<file path="config.mk">
export PLATFORM = sky130hd
export DESIGN_NAME = dedup_sampler_slot_allocator
export DESIGN_NICKNAME = d
export VERILOG_FILES = /design/src/design/dssa_pkg.sv /design/src/design/dssa_cell.sv /design/src/design/dedup_sampler_slot_allocator.sv
export SDC_FILE = /design/constraint.sdc
export NUM_CORES = 1
export LEC_CHECK = 0
export BUFFER_PORTS_ARGS = -buffer_cell sky130_fd_sc_hd__buf_2
export CORE_UTILIZATION = 40
export DETAILED_ROUTE_END_ITERATION = 12
export PLACE_DENSITY = 0.56
export SLEW_MARGIN = 10
export SYNTH_ARGS = -nofsm -noshare
export SYNTH_HDL_FRONTEND = slang
export SYNTH_SLANG_ARGS = --single-unit
</file>
<file path="constraint.sdc">
create_clock -name clk -period 6.92 [get_ports clk]
set_input_delay 0 -clock clk [delete_from_list [all_inputs] [get_ports clk]]
set_output_delay 0 -clock clk [all_outputs]
set_load 0.05 [all_outputs]
</file>
<file path="src/design/dssa_pkg.sv">
// types and constants shared by the sampler slot allocator
package dssa_pkg;

  localparam int POOL_SLOTS = 16;
  localparam int IDX_W      = (POOL_SLOTS > 1) ? $clog2(POOL_SLOTS) : 1;
  localparam int SLOT_W     = 4;
  localparam int KEY_W      = 2;

  localparam logic MODE_ALLOC   = 1'b0;
  localparam logic MODE_RELEASE = 1'b1;

  typedef struct packed {
    logic              mode;
    logic              filter_kind;
    logic              wrap_kind;
    logic [SLOT_W-1:0] release_slot;
  } req_t;

  typedef struct packed {
    logic [SLOT_W-1:0] slot;
    logic              reused;
    logic              pool_full;
  } rsp_t;

  typedef struct packed {
    logic             valid;
    logic [KEY_W-1:0] key;
    logic [IDX_W-1:0] hint;
    logic [IDX_W-1:0] idx;
    logic             match;
    logic [IDX_W-1:0] match_idx;
    logic             free;
    logic [IDX_W-1:0] free_idx;
  } tok_t;

  typedef struct packed {
    logic             en;
    logic             live;
    logic [KEY_W-1:0] key;
  } cell_wr_t;

endpackage

</file>
<file path="src/design/dssa_cell.sv">
// one slot of the pool: live mark, key and a search token stage
module dssa_cell (
  input  logic            clk,
  input  logic            rst,
  input  dssa_pkg::tok_t  tok_in,
  output dssa_pkg::tok_t  tok_out,
  input  dssa_pkg::cell_wr_t wr,
  input  logic            sel
);
  import dssa_pkg::*;

  logic             live;
  logic [KEY_W-1:0] key;
  tok_t             tok_next;

  always_comb begin
    tok_next     = tok_in;
    tok_next.idx = tok_in.idx + IDX_W'(1);
    if (tok_in.valid) begin
      if (!tok_in.match && live && (key == tok_in.key)) begin
        tok_next.match     = 1'b1;
        tok_next.match_idx = tok_in.idx;
      end
      if (!tok_in.free && !live && (tok_in.idx >= tok_in.hint)) begin
        tok_next.free     = 1'b1;
        tok_next.free_idx = tok_in.idx;
      end
    end
  end

  always_ff @(posedge clk) begin
    if (rst) begin
      tok_out.valid <= 1'b0;
      live          <= 1'b0;
    end else begin
      tok_out <= tok_next;
      if (wr.en && sel) begin
        live <= wr.live;
      end
    end
  end

  always_ff @(posedge clk) begin
    if (wr.en && sel && wr.live) begin
      key <= wr.key;
    end
  end

endmodule

</file>
<file path="src/design/dedup_sampler_slot_allocator.sv">
// top level of the sampler slot allocator: control, hint and the cell chain
// The pool is a row of POOL_SLOTS cells, one per slot. An allocate sends a
// search token down the row, one cell per cycle; the token picks up the
// lowest live slot with a matching key and the first free slot at or above
// the hint, and the new slot is claimed when the token leaves the last cell.
// An allocate's result waits on the token's walk through the seed register
// and every cell of the row; a release skips the walk and goes straight to
// the result state. One item is in work at a time; the result register lets
// the next item be accepted while a result still waits.
module dedup_sampler_slot_allocator (
  input  logic           clk,
  input  logic           rst,
  input  logic           req_valid,
  output logic           req_stall,
  input  dssa_pkg::req_t req,
  output logic           rsp_valid,
  input  logic           rsp_stall,
  output dssa_pkg::rsp_t rsp
);
  import dssa_pkg::*;

  localparam logic [1:0] ST_IDLE = 2'd0;
  localparam logic [1:0] ST_SCAN = 2'd1;
  localparam logic [1:0] ST_DONE = 2'd2;

  logic [1:0]            state;
  logic [IDX_W-1:0]      hint;
  tok_t                  seed;
  tok_t                  chain [POOL_SLOTS+1];
  tok_t                  last;
  logic [POOL_SLOTS:0]   tok_live;
  cell_wr_t              wr;
  logic [IDX_W-1:0]      wr_idx;
  logic [POOL_SLOTS-1:0] wr_sel;
  rsp_t                  res;
  logic                  req_fire;
  logic                  rel_ok;
  logic [IDX_W-1:0]      rel_idx;
  logic                  scan_end;

  assign req_stall = (state != ST_IDLE);
  assign req_fire  = req_valid && !req_stall;
  assign rel_ok    = (32'(req.release_slot) < POOL_SLOTS);
  assign rel_idx   = IDX_W'(req.release_slot);
  assign last      = chain[POOL_SLOTS];
  assign scan_end  = (state == ST_SCAN) && last.valid;
  assign chain[0]  = seed;

  genvar i;
  generate
    for (i = 0; i < POOL_SLOTS; i++) begin : g_cell
      assign wr_sel[i] = (wr_idx == IDX_W'(i));
      dssa_cell u_cell (
        .clk     (clk),
        .rst     (rst),
        .tok_in  (chain[i]),
        .tok_out (chain[i+1]),
        .wr      (wr),
        .sel     (wr_sel[i])
      );
    end
    for (i = 0; i <= POOL_SLOTS; i++) begin : g_live
      assign tok_live[i] = chain[i].valid;
    end
  endgenerate

  always_comb begin
    wr     = '0;
    wr_idx = '0;
    if (req_fire && (req.mode == MODE_RELEASE) && rel_ok) begin
      wr.en  = 1'b1;
      wr_idx = rel_idx;
    end else if (scan_end && !last.match && last.free) begin
      wr.en   = 1'b1;
      wr.live = 1'b1;
      wr.key  = last.key;
      wr_idx  = last.free_idx;
    end
  end

  always_ff @(posedge clk) begin
    if (rst) begin
      state     <= ST_IDLE;
      hint      <= '0;
      seed      <= '0;
      rsp_valid <= 1'b0;
    end else begin
      seed.valid <= req_fire && (req.mode == MODE_ALLOC);
      if (req_fire) begin
        seed.key       <= {req.filter_kind, req.wrap_kind};
        seed.hint      <= hint;
        seed.idx       <= '0;
        seed.match     <= 1'b0;
        seed.match_idx <= '0;
        seed.free      <= 1'b0;
        seed.free_idx  <= '0;
      end
      if ((state == ST_DONE) && (!rsp_valid || !rsp_stall)) begin
        rsp_valid <= 1'b1;
      end else if (!rsp_stall) begin
        rsp_valid <= 1'b0;
      end
      unique case (state)
        ST_IDLE: begin
          if (req_fire) begin
            if (req.mode == MODE_RELEASE) begin
              if (rel_ok && (rel_idx < hint)) begin
                hint <= rel_idx;
              end
              state <= ST_DONE;
            end else begin
              state <= ST_SCAN;
            end
          end
        end
        ST_SCAN: begin
          if (last.valid) begin
            state <= ST_DONE;
          end
        end
        ST_DONE: begin
          if (!rsp_valid || !rsp_stall) begin
            state <= ST_IDLE;
          end
        end
        default: state <= ST_IDLE;
      endcase
    end
  end

  always_ff @(posedge clk) begin
    if (req_fire && (req.mode == MODE_RELEASE)) begin
      res <= '{slot: req.release_slot, reused: 1'b0, pool_full: 1'b0};
    end else if (scan_end) begin
      if (last.match) begin
        res <= '{slot: SLOT_W'(last.match_idx), reused: 1'b1, pool_full: 1'b0};
      end else if (last.free) begin
        res <= '{slot: SLOT_W'(last.free_idx), reused: 1'b0, pool_full: 1'b0};
      end else begin
        res <= '{slot: '0, reused: 1'b0, pool_full: 1'b1};
      end
    end
    if ((state == ST_DONE) && (!rsp_valid || !rsp_stall)) begin
      rsp <= res;
    end
  end

  a_one_token: assert property (@(posedge clk) disable iff (rst)
    $countones(tok_live) <= 1)
    else $error("more than one search token in the chain");

  a_idle_empty: assert property (@(posedge clk) disable iff (rst)
    (state == ST_IDLE) |-> (tok_live == '0))
    else $error("search token in flight while idle");

  a_scan_done: assert property (@(posedge clk) disable iff (rst)
    scan_end |=> (state == ST_DONE))
    else $error("scan end did not reach result state");

  a_rsp_flags: assert property (@(posedge clk) disable iff (rst)
    rsp_valid |-> !(rsp.reused && rsp.pool_full))
    else $error("result both reused and full");

endmodule

</file>
# Word-level counts from Yosys, hierarchy flattened
# Index checks and enable logic that the tools add are counted.
[word_totals]
reg_bits = 342
wordCells = 431
[op_classes]
order_cmp = 17
n_eq_ne = 37
n_mux = 63
n_bitwise = 1
reduce_logical = 158
[op_table]
columns = ["op", "count"]
rows = [
  ["5-bit two-way mux", 32],
  ["10-bit two-way mux", 15],
  ["1-bit logical AND", 101],
  ["1-bit zero test", 50],
  ["2-bit equality test", 16],
  ["4-bit equality test (second input constant)", 8],
  ["4-bit greater-or-equal comparator (first input constant)", 8],
  ["6-bit two-way mux", 4],
  ["4-bit by 3-bit equality test with 1-bit output (second input constant)", 4],
  ["3-bit by 4-bit greater-or-equal comparator with 1-bit output (first input constant)", 4],
  ["4-bit two-way mux", 3],
  ["4-bit by 2-bit equality test with 1-bit output (second input constant)", 2],
  ["1-bit by 4-bit greater-or-equal comparator with 1-bit output (first input constant)", 2],
  ["2-bit by 4-bit greater-or-equal comparator with 1-bit output (first input constant)", 2],
  ["2-bit two-way mux", 4],
  ["2-bit by 1-bit inequality test with 1-bit output (second input constant)", 3],
  ["2-bit case mux with 3 select lines", 1],
  ["4-bit by 1-bit equality test with 1-bit output (second input constant)", 1],
  ["4-bit zero test", 1],
  ["4-bit < comparator", 1],
  ["4-bit AND reduction", 1],
  ["2-bit nonzero test", 2],
  ["1-bit two-way mux", 3],
  ["3-bit two-way mux", 1],
  ["7 further kinds", 7],
]

# Depth between registers and ports, before layout
[depth]
ltp_word = 9
ltp_mapped = 6
depth_no_buf = 6

# Modules after synthesis
# Synthesis repeated with hierarchy kept, for this count alone.
[unflattened]
cells_unflattened = 1121
area_unflattened_um2 = 17613.1
[by_module_without_submodules]
columns = ["module", "n_inst", "cells_per_inst", "area_per_inst_um2"]
rows = [
  ["dssa_cell", 16, 61, 1016.0],
  ["dedup_sampler_slot_allocator", 1, 145, 1357.6],
]

# Least setup slack after synthesis
# OpenSTA, ideal clock, no wires.
[synth_timing]
kind = "input to register"
startpoint = "input port rst"
endpoint = "register g_cell[7].u_cell.live"
arrival_time_ns = 6.824
setup_slack_ns = 0.005
stages = 3
path_buffers = 1
path_cell_list = "inv_1 clkbuf_1 o211a_1"
[synth_rtl]
columns = ["element", "line_no", "rtl"]
rows = [
  ["start: declaration", "dedup_sampler_slot_allocator.sv:12", "input logic rst,"],
  ["end signal: assignment", "dssa_cell.sv:38", "live <= wr.live;"],
  ["end: declaration", "dssa_cell.sv:12", "logic live;"],
]
# No word-level cell between the ends.

# Final worst setup path
[layout_timing]
startpoint = "register state[0]"
endpoint = "register seed (netlist bit chain[355])"
[layout_via]
elab_chain_cells = 3
[layout_rtl]
columns = ["element", "line_no", "rtl"]
rows = [
  ["start: declaration", "dedup_sampler_slot_allocator.sv:26", "logic [1:0] state;"],
  ["start signal: assignment", "dedup_sampler_slot_allocator.sv:83", "state <= ST_IDLE;"],
  ["start signal: assignment", "dedup_sampler_slot_allocator.sv:110", "state <= ST_DONE;"],
  ["start signal: assignment", "dedup_sampler_slot_allocator.sv:112", "state <= ST_SCAN;"],
  ["2-bit nonzero test", "dedup_sampler_slot_allocator.sv:41", "assign req_stall = (state != ST_IDLE);"],
  ["1-bit zero test", "dedup_sampler_slot_allocator.sv:42", "assign req_fire = req_valid && !req_stall;"],
  ["1-bit logical AND", "dedup_sampler_slot_allocator.sv:42", ""],
  ["end: declaration", "dedup_sampler_slot_allocator.sv:28", "tok_t seed;"],
]
# No other way between the ends.
# A chain may end at the register's enable or synchronous reset.

==> results.yml <==
status:
  status: "completed"
sta:
  slew_headroom_pct: 27.7
  rsz0062_at_grt: "false"
  setup_violations: 0
  fin_tns_setup_ps: 0
  slew_viol_final: 0
  fin_crit_sh_pct: 35.0
  whs_ps: 328
  fmax_ghz: 0.413
  worst_slack_ps: 4500
  period_needed_ps: 2420
  fin_worst_skew_ps: 14.0
  hold_viol: 0
  tightest_slew_ps: 1080
worst_setup_path:
  critPathBufInv: 2
  cp_max_fo: 8
  worstSetupPathDepth: 6
  critPathTopFamily: "buffers and inverters"
  rr_endpoint: "chain[355]"
  r2r-start: "state[0]"
  start_kind: "flop"
  crit_type: "reg -> reg"
  cpPeakStageDelay_ps: 570
  cp_cell_sequence: "nor2_1 -> and2_1 -> nand2_1 -> dlygate4sd3_1 -> a21oi_1 -> dlygate4sd3_1"
  cp_slowest_cell: "dlygate4sd3_1"
  reg2reg_slack_ps: 4500
  worstSetupEndpointType: "flop"
  cp.required_ps: 7430
  reg2regPathDepth: 6
  cpMostUsedCell: "dlygate4sd3_1"
  arrival_ps: 2930
placement:
  dp_hpwl_um: 12900
  place.gp.congestion: 0.853
  portBuffers: 18
  post-place-ws_ps: 4350
global_routing:
  antenna_found_initial: 0
  grt_pass1_vias: 6056
  overflow: 0
  grt_use_met3_pct: 2.64
  grt_max_degree: 153
  grtUsageMet2_pct: 24.5
  busiest_layer: "met2"
  grt_pass1_wl_um: 31200
  grt_util_all_layers_pct: 14.0
  use_met1_pct: 17.3
power_and_ir_drop:
  switching_share_pct: 20.3
  power_frac_comb_pct: 3.0
  seq_power_share_pct: 54.5
  p_clk_share_pct: 42.4
  leakagePower_nw: 4.59
  power.density_nw_per_um2: 297
  ir_drop_v: 0.000208
  power.net_switching_w: 0.000791
  p_int_w: 0.00311
  power_w: 0.00390
worst_hold_path:
  min-delay-start: "req[0]"
  holdPathEnd: "hint[0]"
  hold_class: "in -> reg"
  hold_path_depth: 4
die:
  core_area_sq_um: 27900
  die_x_um: 171
  dieArea_sq_um: 29200
  fp-row-count: 61
  ioPinCount: 19
  die_y_um: 171
  start_util_pct: 40.9
drt:
  drtIter0Drc: 461
  drc: 0
  vias_per_cell: 4.90
  drt-pass1-iter-count: 5
  wl_per_cell_um: 16.4
  ant_nets: 0
  finalWirelength_um: 19600
  dr_total_vias: 5860
yosys:
  synth_compound_area_share_pct: 3.42
  synth_area_sq_um: 11400
  synth.most_common_cell: "edfxtp_1"
  yosys.area_share.xor_xnor_pct: 2.45
  synth-simple-area-share_pct: 15.4
  synthCells: 736
  synth_common_cells: "edfxtp_1, or2_2, dfxtp_1"
  synth_top_family_by_area: "simple AND/OR/NAND/NOR gates"
  synth_enable_flop_cells: 260
  yosysSeqAreaShare_pct: 76.7
  yosys_warnings: 0
  synth.largest_area_cell: "edfxtp_1"
  synth_cell_types: 55
  synth.net_count: 750
  synth-adder-area-share_pct: 0.328
  synth_top_area_share_pct: 68.3
  synthMuxAreaShare_pct: 0.701
  ys_ff_latch: 308
  async_flop_share_pct: 0
  ys.flop_type: "edfxtp_1"
  netlist_top_cells_area: "edfxtp_1, dfxtp_1, or2_2, xor2_1, nor2b_1"
  avgSynthCellArea_sq_um: 15.5
cts:
  clock_sinks: 308
  htreeDepth: 1
  ctsLongestPathBuffers: 3
  cts-resized-gates: 0
  holdBufCountCts: 16
  clk_pin_slew_worst_paths_ps: 70
  cts_made_buffers: 31
  postCtsSetupBuffers: 0
  clk_latency_ps: 560
  cts_tree: "yes"
  cts_root_buf: "clkbuf_16"
job:
  maxCapViolCount: 0
cells_and_area:
  synthToLayoutAreaGrowth_pct: 15.1
  fillCellCount: 2447
  seqCellArea_sq_um: 8770
  final_util_pct: 47.1
  multi_input_area_sq_um: 2550
  antenna_cells: 0
  drive_above_1_share_pct: 17.6
  layout.nets: 808
## layout make-up
class,instances,share of cell area (%)
Sequential cell,308,66.7
Clock buffer,44,7.05
Tap cell,378,3.60
Multi-Input combinational cell,404,19.4
Clock inverter,14,0.828
Timing Repair Buffer,35,1.96
Inverter,14,0.457
## per-layer routing
| layer | share of wire [%] | wire, um |
|---|---|---|
| met5 | 0 | 0 |
| met4 | 2.5 | 499 |
| met3 | 4.4 | 869 |
| met2 | 50 | 9740 |
| met1 | 43 | 8520 |
## kinds of logic after synthesis
logic type,after synthesis
adder cells (fa/ha/maj),3
flip-flops,308
XOR/XNOR,32
buffers and inverters,24
AND/OR/NAND/NOR,302
multiplexers,8
AO/OA/AOI/OAI,59
## sequential cells by signal, indices dropped and copies added (netlist names)
name	cells
chain	7
g_cell.u_cell.key	32
g_cell.u_cell.live	16
g_cell.u_cell.tok_out	234
hint	4
res	6
rsp	6
rsp_valid	1
state	2
## worst register-to-register path, stage by stage (launching register included)
cell           delay, ps
dfxtp_1              390
nor2_1               330
and2_1               330
nand2_1               70
dlygate4sd3_1        570
a21oi_1              120
dlygate4sd3_1        560
## per-stage QoR
| step | area, sq um | instances |
|---|---|---|
| after floorplan | 11400 | 736 |
| after global placement | 12000 | 1123 |
| after detailed placement | 12000 | 1123 |
| after CTS | 13100 | 1197 |
| after global routing | 13100 | 1197 |
| final | 13100 | 1197 |
## power by group through the flow
stage	combinational [W]	sequential (W)	clock (W)
after floorplan	0.0000807	0.00217	0
after global placement	0.000107	0.00216	0
after detailed placement	0.000112	0.00217	0
after CTS	0.000120	0.00213	0.00169
after global routing	0.000130	0.00213	0.00177
final	0.000119	0.00213	0.00166
## placed cells by master (no fill, tap or decap), types with 3 or more instances in the layout
master and instances:
nand2b_1 32, o211ai_1 3, nor4b_1 5, nor3_1 22
nand3b_1 9, nor2_1 26, xor2_1 32, nor4_1 7
nor2b_1 38, nand2_1 47, o21a_1 14, o21ai_0 8
dlygate4sd3_1 16, inv_1 13, mux2i_1 8, a21oi_1 14
clkbuf_8 6, edfxtp_1 260, a22oi_1 3, and2_1 18
clkbuf_16 33, o31ai_1 3, and3_1 3, clkbuf_1 5
or2_2 61, nand3_1 13, dfxtp_1 48, clkinv_1 3
ha_1 3, buf_2 18, clkinv_2 7
## worst max path at each step
stage	startpoint	endpoint	slack, ps
after floorplan	rst	g_cell[7].u_cell.live	5
after global placement	rst	g_cell[12].u_cell.tok_out[5]	4470
after detailed placement	rst	g_cell[12].u_cell.tok_out[5]	4350
after CTS	rst	g_cell[12].u_cell.tok_out[18]	4390
after global routing	rst	hint[3]	4170
final	state[0]	chain[355]	4500
No activity file was read; power rests on OpenSTA's default activity.
